## config.mk

```make
export PLATFORM = sky130hd
export DESIGN_NAME = aabb_push_out_resolver_unit_flat
export DESIGN_NICKNAME = d
export VERILOG_FILES = /design/src/rtl/apor_pkg.sv /design/src/rtl/apor_in_if.sv /design/src/rtl/apor_out_if.sv /design/src/rtl/apor_cell.sv /design/src/rtl/aabb_push_out_resolver_unit.sv /design/src/flat_wrapper.sv
export SDC_FILE = /design/constraint.sdc
export NUM_CORES = 2
export LEC_CHECK = 0
export BUFFER_PORTS_ARGS = -buffer_cell sky130_fd_sc_hd__buf_4
export CORE_AREA = 2 2 576 578
export CTS_BUF_LIST = sky130_fd_sc_hd__clkbuf_2
export DETAILED_ROUTE_END_ITERATION = 12
export DIE_AREA = 0 0 578 580
export PLACE_DENSITY = 0.46
export SETUP_SLACK_MARGIN = 0.5
export SLEW_MARGIN = 20
export SYNTH_ARGS = -nofsm -noshare
export SYNTH_HDL_FRONTEND = slang
export SYNTH_SLANG_ARGS = --single-unit
export TNS_END_PERCENT = 20
```

## constraint.sdc

```tcl
create_clock -name i_clk -period 55.6 [get_ports i_clk]
set_input_delay 11.12 -clock i_clk [delete_from_list [all_inputs] [get_ports i_clk]]
set_output_delay 11.12 -clock i_clk [all_outputs]
set_load 0.05 [all_outputs]
```

## src/rtl/apor_pkg.sv

```systemverilog
package apor_pkg;

    localparam int MAX_BOXES = 8;
    localparam int CELL_W    = (MAX_BOXES > 1) ? $clog2(MAX_BOXES) : 1;
    localparam int CMP_W     = (CELL_W + 1 > 4) ? CELL_W + 1 : 4;
    localparam int COORD_W   = 16;
    localparam int EXT_W     = 18;
    localparam int HALF_W    = 12;
    localparam int GROW_W    = 13;
    localparam int HITS_W    = 4;
    localparam int MARGIN_W  = 8;
    localparam int ENTRIES_W = 4;
    localparam int CFG_IDX_W = 1;

    localparam logic [MARGIN_W-1:0] MARGIN_RESET  = 8'd8;
    localparam logic [ENTRIES_W-1:0] ENTRIES_RESET = 4'd0;
    localparam logic [HITS_W-1:0]   HITS_MAX      = 4'd15;

    typedef enum logic [CFG_IDX_W-1:0] {
        CFG_PUSH_MARGIN = 1'b0,
        CFG_ENTRIES     = 1'b1
    } t_cfg_idx;

    typedef enum logic {
        OP_WRITE   = 1'b0,
        OP_RESOLVE = 1'b1
    } t_op;

    typedef struct packed {
        t_op                       op;
        logic [2:0]                entry_index;
        logic signed [COORD_W-1:0] box_x;
        logic signed [COORD_W-1:0] box_z;
        logic [HALF_W-1:0]         half_width;
        logic [HALF_W-1:0]         half_depth;
        logic                      box_active;
        logic signed [COORD_W-1:0] px;
        logic signed [COORD_W-1:0] pz;
        logic [GROW_W-1:0]         grow;
        logic [HITS_W-1:0]         hits;
    } t_item;

    function automatic logic signed [COORD_W-1:0] sat16(input logic signed [EXT_W-1:0] v);
        logic signed [EXT_W-1:0] hi;
        logic signed [EXT_W-1:0] lo;
        hi = EXT_W'(32767);
        lo = -EXT_W'(32768);
        if (v > hi) begin
            sat16 = 16'sh7fff;
        end else if (v < lo) begin
            sat16 = 16'sh8000;
        end else begin
            sat16 = v[COORD_W-1:0];
        end
    endfunction

endpackage

```

## src/rtl/apor_in_if.sv

```systemverilog
interface apor_in_if;
    logic        valid;
    logic        ready;
    logic        operation;
    logic [2:0]  entry_index;
    logic [15:0] box_x;
    logic [15:0] box_z;
    logic [11:0] half_width;
    logic [11:0] half_depth;
    logic        box_active;
    logic [15:0] point_x;
    logic [15:0] point_z;
    logic [11:0] body_radius;

    modport source (
        output valid, operation, entry_index, box_x, box_z, half_width, half_depth,
               box_active, point_x, point_z, body_radius,
        input  ready
    );
    modport sink (
        input  valid, operation, entry_index, box_x, box_z, half_width, half_depth,
               box_active, point_x, point_z, body_radius,
        output ready
    );
endinterface

```

## src/rtl/apor_out_if.sv

```systemverilog
interface apor_out_if;
    logic        valid;
    logic        ready;
    logic [15:0] out_x;
    logic [15:0] out_z;
    logic [3:0]  hit_count;

    modport source (
        output valid, out_x, out_z, hit_count,
        input  ready
    );
    modport sink (
        input  valid, out_x, out_z, hit_count,
        output ready
    );
endinterface

```

## src/rtl/apor_cell.sv

```systemverilog
module apor_cell (
    input  logic                            i_clk,
    input  logic                            i_rst_n,
    input  logic                            i_adv,
    input  logic [apor_pkg::CELL_W-1:0]     i_cell_index,
    input  logic [apor_pkg::ENTRIES_W-1:0]  i_entries,
    input  logic                            i_vld,
    input  apor_pkg::t_item                 i_item,
    output logic                            o_vld,
    output apor_pkg::t_item                 o_item
);

    logic                                   r_act;
    logic signed [apor_pkg::COORD_W-1:0]    r_bx;
    logic signed [apor_pkg::COORD_W-1:0]    r_bz;
    logic [apor_pkg::HALF_W-1:0]            r_hw;
    logic [apor_pkg::HALF_W-1:0]            r_hd;
    logic                                   r_vld;
    apor_pkg::t_item                        r_item;
    apor_pkg::t_item                        n_item;

    logic                                   w_match;
    logic                                   w_used;
    logic signed [apor_pkg::EXT_W-1:0]      w_px;
    logic signed [apor_pkg::EXT_W-1:0]      w_pz;
    logic signed [apor_pkg::EXT_W-1:0]      w_ext_x;
    logic signed [apor_pkg::EXT_W-1:0]      w_ext_z;
    logic signed [apor_pkg::EXT_W-1:0]      w_lo_x;
    logic signed [apor_pkg::EXT_W-1:0]      w_hi_x;
    logic signed [apor_pkg::EXT_W-1:0]      w_lo_z;
    logic signed [apor_pkg::EXT_W-1:0]      w_hi_z;
    logic signed [apor_pkg::EXT_W-1:0]      w_pl;
    logic signed [apor_pkg::EXT_W-1:0]      w_pr;
    logic signed [apor_pkg::EXT_W-1:0]      w_pf;
    logic signed [apor_pkg::EXT_W-1:0]      w_pb;
    logic signed [apor_pkg::EXT_W-1:0]      w_b1;
    logic signed [apor_pkg::EXT_W-1:0]      w_b2;
    logic                                   w_sel_r;
    logic                                   w_sel_f;
    logic                                   w_sel_b;
    logic                                   w_inside;

    assign w_match = apor_pkg::CMP_W'(i_item.entry_index) == apor_pkg::CMP_W'(i_cell_index);
    assign w_used  = r_act
                     && (apor_pkg::CMP_W'(i_cell_index) < apor_pkg::CMP_W'(i_entries));

    assign w_px    = apor_pkg::EXT_W'(i_item.px);
    assign w_pz    = apor_pkg::EXT_W'(i_item.pz);
    assign w_ext_x = $signed(apor_pkg::EXT_W'(r_hw)) + $signed(apor_pkg::EXT_W'(i_item.grow));
    assign w_ext_z = $signed(apor_pkg::EXT_W'(r_hd)) + $signed(apor_pkg::EXT_W'(i_item.grow));
    assign w_lo_x  = apor_pkg::EXT_W'(r_bx) - w_ext_x;
    assign w_hi_x  = apor_pkg::EXT_W'(r_bx) + w_ext_x;
    assign w_lo_z  = apor_pkg::EXT_W'(r_bz) - w_ext_z;
    assign w_hi_z  = apor_pkg::EXT_W'(r_bz) + w_ext_z;

    assign w_pl = w_px - w_lo_x;
    assign w_pr = w_hi_x - w_px;
    assign w_pf = w_pz - w_lo_z;
    assign w_pb = w_hi_z - w_pz;

    assign w_inside = (w_pl > 0) && (w_pr > 0) && (w_pf > 0) && (w_pb > 0);

    // least penetration, ties go left, right, front, back
    assign w_sel_r = w_pr < w_pl;
    assign w_b1    = w_sel_r ? w_pr : w_pl;
    assign w_sel_f = w_pf < w_b1;
    assign w_b2    = w_sel_f ? w_pf : w_b1;
    assign w_sel_b = w_pb < w_b2;

    always_comb begin
        n_item = i_item;
        if (i_item.op == apor_pkg::OP_RESOLVE && w_used && w_inside) begin
            if (w_sel_b) begin
                n_item.pz = apor_pkg::sat16(w_hi_z);
            end else if (w_sel_f) begin
                n_item.pz = apor_pkg::sat16(w_lo_z);
            end else if (w_sel_r) begin
                n_item.px = apor_pkg::sat16(w_hi_x);
            end else begin
                n_item.px = apor_pkg::sat16(w_lo_x);
            end
            if (i_item.hits != apor_pkg::HITS_MAX) begin
                n_item.hits = i_item.hits + apor_pkg::HITS_W'(1);
            end
        end
    end

    always_ff @(posedge i_clk) begin
        if (!i_rst_n) begin
            r_vld <= 1'b0;
            r_act <= 1'b0;
        end else if (i_adv) begin
            r_vld <= i_vld;
            if (i_vld && i_item.op == apor_pkg::OP_WRITE && w_match) begin
                r_act <= i_item.box_active;
            end
        end
    end

    always_ff @(posedge i_clk) begin
        if (i_adv) begin
            r_item <= n_item;
            if (i_vld && i_item.op == apor_pkg::OP_WRITE && w_match) begin
                r_bx <= i_item.box_x;
                r_bz <= i_item.box_z;
                r_hw <= i_item.half_width;
                r_hd <= i_item.half_depth;
            end
        end
    end

    assign o_vld  = r_vld;
    assign o_item = r_item;

endmodule

```

## src/rtl/aabb_push_out_resolver_unit.sv

```systemverilog
// an accepted beat passes through the registered cells of the chain and then the output register
// throughput: one beat per cycle while the result side is not stalled
// the chain holds one cell per box; a result stall freezes the whole chain
// write beats travel the chain and load their cell on the way, giving no result
// synchronous active-low reset clears beat valids and box active marks,
// push_margin to 8 and entries_in_use to 0
module aabb_push_out_resolver_unit (
    input  logic                               i_clk,
    input  logic                               i_rst_n,
    input  logic                               i_cfg_we,
    input  logic [apor_pkg::CFG_IDX_W-1:0]     i_cfg_idx,
    input  logic [apor_pkg::MARGIN_W-1:0]      i_cfg_data,
    apor_in_if.sink                            i_req,
    apor_out_if.source                         o_rsp
);

    logic [apor_pkg::MARGIN_W-1:0]   r_margin;
    logic [apor_pkg::ENTRIES_W-1:0]  r_entries;
    logic                            r_out_vld;
    apor_pkg::t_item                 r_out;
    logic                            w_adv;
    apor_pkg::t_item                 w_in;
    logic                            w_vld  [apor_pkg::MAX_BOXES+1];
    apor_pkg::t_item                 w_item [apor_pkg::MAX_BOXES+1];

    assign w_adv       = !r_out_vld || o_rsp.ready;
    assign i_req.ready = w_adv;

    always_comb begin
        w_in             = '0;
        w_in.op          = apor_pkg::t_op'(i_req.operation);
        w_in.entry_index = i_req.entry_index;
        w_in.box_x       = i_req.box_x;
        w_in.box_z       = i_req.box_z;
        w_in.half_width  = i_req.half_width;
        w_in.half_depth  = i_req.half_depth;
        w_in.box_active  = i_req.box_active;
        w_in.px          = i_req.point_x;
        w_in.pz          = i_req.point_z;
        w_in.grow        = apor_pkg::GROW_W'(i_req.body_radius)
                           + apor_pkg::GROW_W'(r_margin);
        w_in.hits        = '0;
    end

    assign w_vld[0]  = i_req.valid;
    assign w_item[0] = w_in;

    for (genvar k = 0; k < apor_pkg::MAX_BOXES; k++) begin : g_cell
        apor_cell u_cell (
            .i_clk        (i_clk),
            .i_rst_n      (i_rst_n),
            .i_adv        (w_adv),
            .i_cell_index (apor_pkg::CELL_W'(k)),
            .i_entries    (r_entries),
            .i_vld        (w_vld[k]),
            .i_item       (w_item[k]),
            .o_vld        (w_vld[k+1]),
            .o_item       (w_item[k+1])
        );
    end

    always_ff @(posedge i_clk) begin
        if (!i_rst_n) begin
            r_margin  <= apor_pkg::MARGIN_RESET;
            r_entries <= apor_pkg::ENTRIES_RESET;
        end else if (i_cfg_we) begin
            case (apor_pkg::t_cfg_idx'(i_cfg_idx))
                apor_pkg::CFG_PUSH_MARGIN: r_margin  <= i_cfg_data;
                apor_pkg::CFG_ENTRIES:     r_entries <= i_cfg_data[apor_pkg::ENTRIES_W-1:0];
                default: ;
            endcase
        end
    end

    always_ff @(posedge i_clk) begin
        if (!i_rst_n) begin
            r_out_vld <= 1'b0;
        end else if (w_adv) begin
            r_out_vld <= w_vld[apor_pkg::MAX_BOXES]
                         && w_item[apor_pkg::MAX_BOXES].op == apor_pkg::OP_RESOLVE;
        end
    end

    always_ff @(posedge i_clk) begin
        if (w_adv) begin
            r_out <= w_item[apor_pkg::MAX_BOXES];
        end
    end

    assign o_rsp.valid     = r_out_vld;
    assign o_rsp.out_x     = r_out.px;
    assign o_rsp.out_z     = r_out.pz;
    assign o_rsp.hit_count = r_out.hits;

`ifndef SYNTH
    a_write_no_result: assert property (@(posedge i_clk) disable iff (!i_rst_n)
        (w_adv && w_vld[apor_pkg::MAX_BOXES]
         && w_item[apor_pkg::MAX_BOXES].op == apor_pkg::OP_WRITE) |=> !o_rsp.valid)
        else $error("write beat produced a result");

    a_hits_bounded: assert property (@(posedge i_clk) disable iff (!i_rst_n)
        o_rsp.valid |-> (o_rsp.hit_count <= r_entries))
        else $error("hit count above entries in use");

    a_stall_freezes_tail: assert property (@(posedge i_clk) disable iff (!i_rst_n)
        !w_adv |=> ($stable(w_vld[apor_pkg::MAX_BOXES])
                    && $stable(w_item[apor_pkg::MAX_BOXES])))
        else $error("chain moved while result stalled");
`endif

endmodule

```

## src/flat_wrapper.sv

```systemverilog
// flat-port wrapper written by rule: the top's interface ports become plain ports
module aabb_push_out_resolver_unit_flat 
  (i_clk, i_rst_n, i_cfg_we, i_cfg_idx, i_cfg_data, i_req_valid, i_req_operation, i_req_entry_index, i_req_box_x, i_req_box_z, i_req_half_width, i_req_half_depth, i_req_box_active, i_req_point_x, i_req_point_z, i_req_body_radius, i_req_ready, o_rsp_valid, o_rsp_out_x, o_rsp_out_z, o_rsp_hit_count, o_rsp_ready);
  apor_in_if i_req_i ();
  apor_out_if o_rsp_i ();
  input  logic i_clk;
  input  logic i_rst_n;
  input  logic i_cfg_we;
  input  logic [apor_pkg::CFG_IDX_W-1:0] i_cfg_idx;
  input  logic [apor_pkg::MARGIN_W-1:0] i_cfg_data;
  input wire logic [$bits(i_req_i.valid)-1:0] i_req_valid;
  input wire logic [$bits(i_req_i.operation)-1:0] i_req_operation;
  input wire logic [$bits(i_req_i.entry_index)-1:0] i_req_entry_index;
  input wire logic [$bits(i_req_i.box_x)-1:0] i_req_box_x;
  input wire logic [$bits(i_req_i.box_z)-1:0] i_req_box_z;
  input wire logic [$bits(i_req_i.half_width)-1:0] i_req_half_width;
  input wire logic [$bits(i_req_i.half_depth)-1:0] i_req_half_depth;
  input wire logic [$bits(i_req_i.box_active)-1:0] i_req_box_active;
  input wire logic [$bits(i_req_i.point_x)-1:0] i_req_point_x;
  input wire logic [$bits(i_req_i.point_z)-1:0] i_req_point_z;
  input wire logic [$bits(i_req_i.body_radius)-1:0] i_req_body_radius;
  output wire logic [$bits(i_req_i.ready)-1:0] i_req_ready;
  output wire logic [$bits(o_rsp_i.valid)-1:0] o_rsp_valid;
  output wire logic [$bits(o_rsp_i.out_x)-1:0] o_rsp_out_x;
  output wire logic [$bits(o_rsp_i.out_z)-1:0] o_rsp_out_z;
  output wire logic [$bits(o_rsp_i.hit_count)-1:0] o_rsp_hit_count;
  input wire logic [$bits(o_rsp_i.ready)-1:0] o_rsp_ready;
  assign i_req_i.valid = i_req_valid;
  assign i_req_i.operation = i_req_operation;
  assign i_req_i.entry_index = i_req_entry_index;
  assign i_req_i.box_x = i_req_box_x;
  assign i_req_i.box_z = i_req_box_z;
  assign i_req_i.half_width = i_req_half_width;
  assign i_req_i.half_depth = i_req_half_depth;
  assign i_req_i.box_active = i_req_box_active;
  assign i_req_i.point_x = i_req_point_x;
  assign i_req_i.point_z = i_req_point_z;
  assign i_req_i.body_radius = i_req_body_radius;
  assign i_req_ready = i_req_i.ready;
  assign o_rsp_valid = o_rsp_i.valid;
  assign o_rsp_out_x = o_rsp_i.out_x;
  assign o_rsp_out_z = o_rsp_i.out_z;
  assign o_rsp_hit_count = o_rsp_i.hit_count;
  assign o_rsp_i.ready = o_rsp_ready;
  aabb_push_out_resolver_unit u_core (.i_clk(i_clk), .i_rst_n(i_rst_n), .i_cfg_we(i_cfg_we), .i_cfg_idx(i_cfg_idx), .i_cfg_data(i_cfg_data), .i_req(i_req_i), .o_rsp(o_rsp_i));
endmodule
```

==> results_dict.tcl <==
set metrics [dict create \
    io_buffers 156 \
    ant_nets 0 \
    htreeDepth 5 \
    cpMostUsedCell "a21oi_1" \
    grt.total_usage_pct 23.96 \
    die_h_um 580 \
    status "complete, no violations" \
    syn-instance-count 12050 \
    grt_overflow 0 \
    worstPathRequired_ps 57040 \
    syn_avg_cell_area_um2 9.511 \
    place.gp.congestion 0.9257 \
    p_leak_nw 53.90 \
    final_layout_size_suffix_gt1_share_pct 8.212 \
    finalMaxSlewViolations 0 \
    drc 0 \
    tritoncts "yes" \
    synthTopCellsByArea "edfxtp_1, ha_1, xnor2_1" \
    cts.sinks 1314 \
    drt_first_pass_iters 6 \
    reg2regPathDepth 65 \
    synth_cell_types 114 \
    cts_hold_buf 0 \
    peakVddDrop_mv 0.06030 \
    synth_area_um2 114600 \
    synthesis.nets 13890 \
    grt_pass1_vias 90550 \
    r2r_setup_slack_ps 39160 \
    fmax_ghz 0.03902 \
    final_common_cell "ha_1" \
    hold_start "u_core.g_cell[2].u_cell.o_item[106]" \
    synth-seq-area-share_pct 34.17 \
    wl_per_cell_um 24.09 \
    cts.repair.resized 0 \
    worstPathArrival_ps 27060 \
    final_cell_area_um2 124500 \
    wl_um 411600 \
    crit_slowest_cell "and3_1" \
    power_density_nw_per_um2 61.26 \
    slowest_delay_ps 780 \
    place_area_um2 121100 \
    worst_slew_margin_rel_pct 12.45 \
    layout_min_cycle_time_ps 25630 \
    async_flop_share_pct 0 \
    hold_viol 0 \
    grt_pass1_wl_um 599400 \
    nNetsFinal 14270 \
    die_area_um2 335200 \
    num_vias 91540 \
    clkLatencyLatePin_ps 1910 \
    ys_ff_latch 1314 \
    drv_cap 0 \
    rows 211 \
    holdPathStages 0 \
    worst_pin_slew_ps 1299 \
    whs_endpoint "u_core.g_cell[3].u_cell.o_item[106]" \
    post-dp-hpwl_um 344700 \
    syn_to_final_growth_pct 8.591 \
    skew_ps 230.4 \
    synth_top_flop_cell "edfxtp_1" \
    synth_top_cell_by_area "edfxtp_1" \
    start_util_pct 34.82 \
    ioPinCount 157 \
    min_path_type "flip-flop to flip-flop" \
    clk_pin_slew_ps 110 \
    synth_top_area_share_pct 33.66 \
    timing.rr.end "u_core.g_cell[0].u_cell.o_item[45]" \
    via_per_inst 5.359 \
    setup_viol 0 \
    coreArea_um2 329200 \
    period_share_pct 46.09 \
    criticalPathCategory "primary input to flip-flop" \
    reg2reg_from "u_core.r_margin[0]" \
    antenna_found_initial 42 \
    rsz0062_at_grt "no" \
    first_iter_violations 6886 \
    grt_max_degree 170 \
    cts_setup_buffers 0 \
    cts_made_buffers 367 \
    cp_max_fo 37 \
    fp.dieW_um 578 \
    cp-end-kind "flip-flop" \
    yosysWarningCount 0 \
    start_kind "primary input" \
    cts_buffer_depth 4 \
    synth-edff-count 1285 \
    fin_tns_setup_ps 0 \
    cts-root-buf "clkbuf_2" \
    final_cell_mix "ha_1, edfxtp_1, inv_1" \
]
==> kinds of logic after synthesis <==
| group | synth area share [%] |
|---|---|
| AND/OR/NAND/NOR | 13.06 |
| adder cells (fa/ha/maj) | 19.38 |
| buffers and inverters | 4.883 |
| AO/OA/AOI/OAI | 19.16 |
| multiplexers | 2.185 |
| flip-flops | 34.17 |
| XOR/XNOR | 7.165 |
==> through the flow <==
stage          hold slack, ps  cells  worst slack [ps]  utilization, %  power (mW)
2_1_floorplan           400.3  12050             10110               -       5.305
3_3_place_gp            401.3  16430             28270           36.77       6.780
3_5_place_dp            404.5  16430             28290           36.77       6.836
4_1_cts                 312.0  17070             30270           37.79       7.638
5_1_grt                 265.0  17070             28690           37.80       8.415
6_report                337.6  17080             29970           37.81       7.625
==> flip-flops by register name, summed over array words and instances (netlist names), 8 cells and up <==
signal                       count
u_core.g_cell.u_cell.o_vld       8
u_core.g_cell.u_cell.r_bz      128
u_core.g_cell.u_cell.r_act       8
u_core.g_cell.u_cell.r_hd       96
u_core.o_rsp.out_z              16
u_core.r_margin                  8
u_core.o_rsp.out_x              16
u_core.g_cell.u_cell.r_hw       96
u_core.g_cell.u_cell.o_item    801
u_core.g_cell.u_cell.r_bx      128
==> Yosys cell counts, types with 195 or more instances <==
master / number
o21ai_0: 614
nand2_1: 630
ha_1: 1638
nor2_1: 883
inv_1: 1247
a21o_1: 298
nand3_1: 195
a21oi_1: 938
edfxtp_1: 1285
nor3_1: 209
nor2b_1: 262
o21bai_1: 262
xnor2_1: 743
nand2b_1: 242
==> routing by layer <==
layer  global-route usage (%)  part of all wire [%]
met1                    31.87                    45
met3                    2.893                   4.2
met4                    7.472                   3.2
met2                    40.31                    47
met5                        0                0.0066
==> report_power, final <==
group          internal [mW]  leakage, nW  switching [mW]  total [mW]
combinational           2.23         38.2            3.47        5.70
sequential              1.13         13.2          0.0593        1.19
clock                  0.286         2.53           0.458       0.744
==> worst max-delay path, delay by kind of cell <==
kind / cells / cell delay (ps)
compound gates: 33 / 7400
xor+xnor: 3 / 910
fa+ha+maj: 9 / 2640
buf+inv: 6 / 690
mux: 3 / 1490
simple gates: 12 / 2730
==> how the worst max path moves through the flow <==
stage | from | to | cells after the start
detailed placement | i_req_body_radius[0] | u_core.g_cell[0].u_cell.o_item[45] | 67
global placement | i_req_body_radius[0] | u_core.g_cell[0].u_cell.o_item[45] | 67
global route | i_req_body_radius[0] | u_core.g_cell[0].u_cell.o_item[45] | 66
CTS | i_req_body_radius[0] | u_core.g_cell[0].u_cell.o_item[45] | 67
finish | i_req_body_radius[0] | u_core.g_cell[0].u_cell.o_item[45] | 66
floorplan | o_rsp_ready | i_req_ready | 3
==> final cells by class <==
| class | count | area, um2 |
|---|---|---|
| fillers | 33140 | 204700 |
| multi-input cells | 9269 | 70030 |
| flip-flops and latches | 1314 | 39170 |
| well taps | 4366 | 5463 |
| inverters | 1250 | 4700 |
| clock buffers | 512 | 2562 |
| repair buffers | 228 | 1737 |
| clock inverters | 128 | 790.8 |
| diodes | 15 | 37.54 |
(Power assumes the default switching activity.)
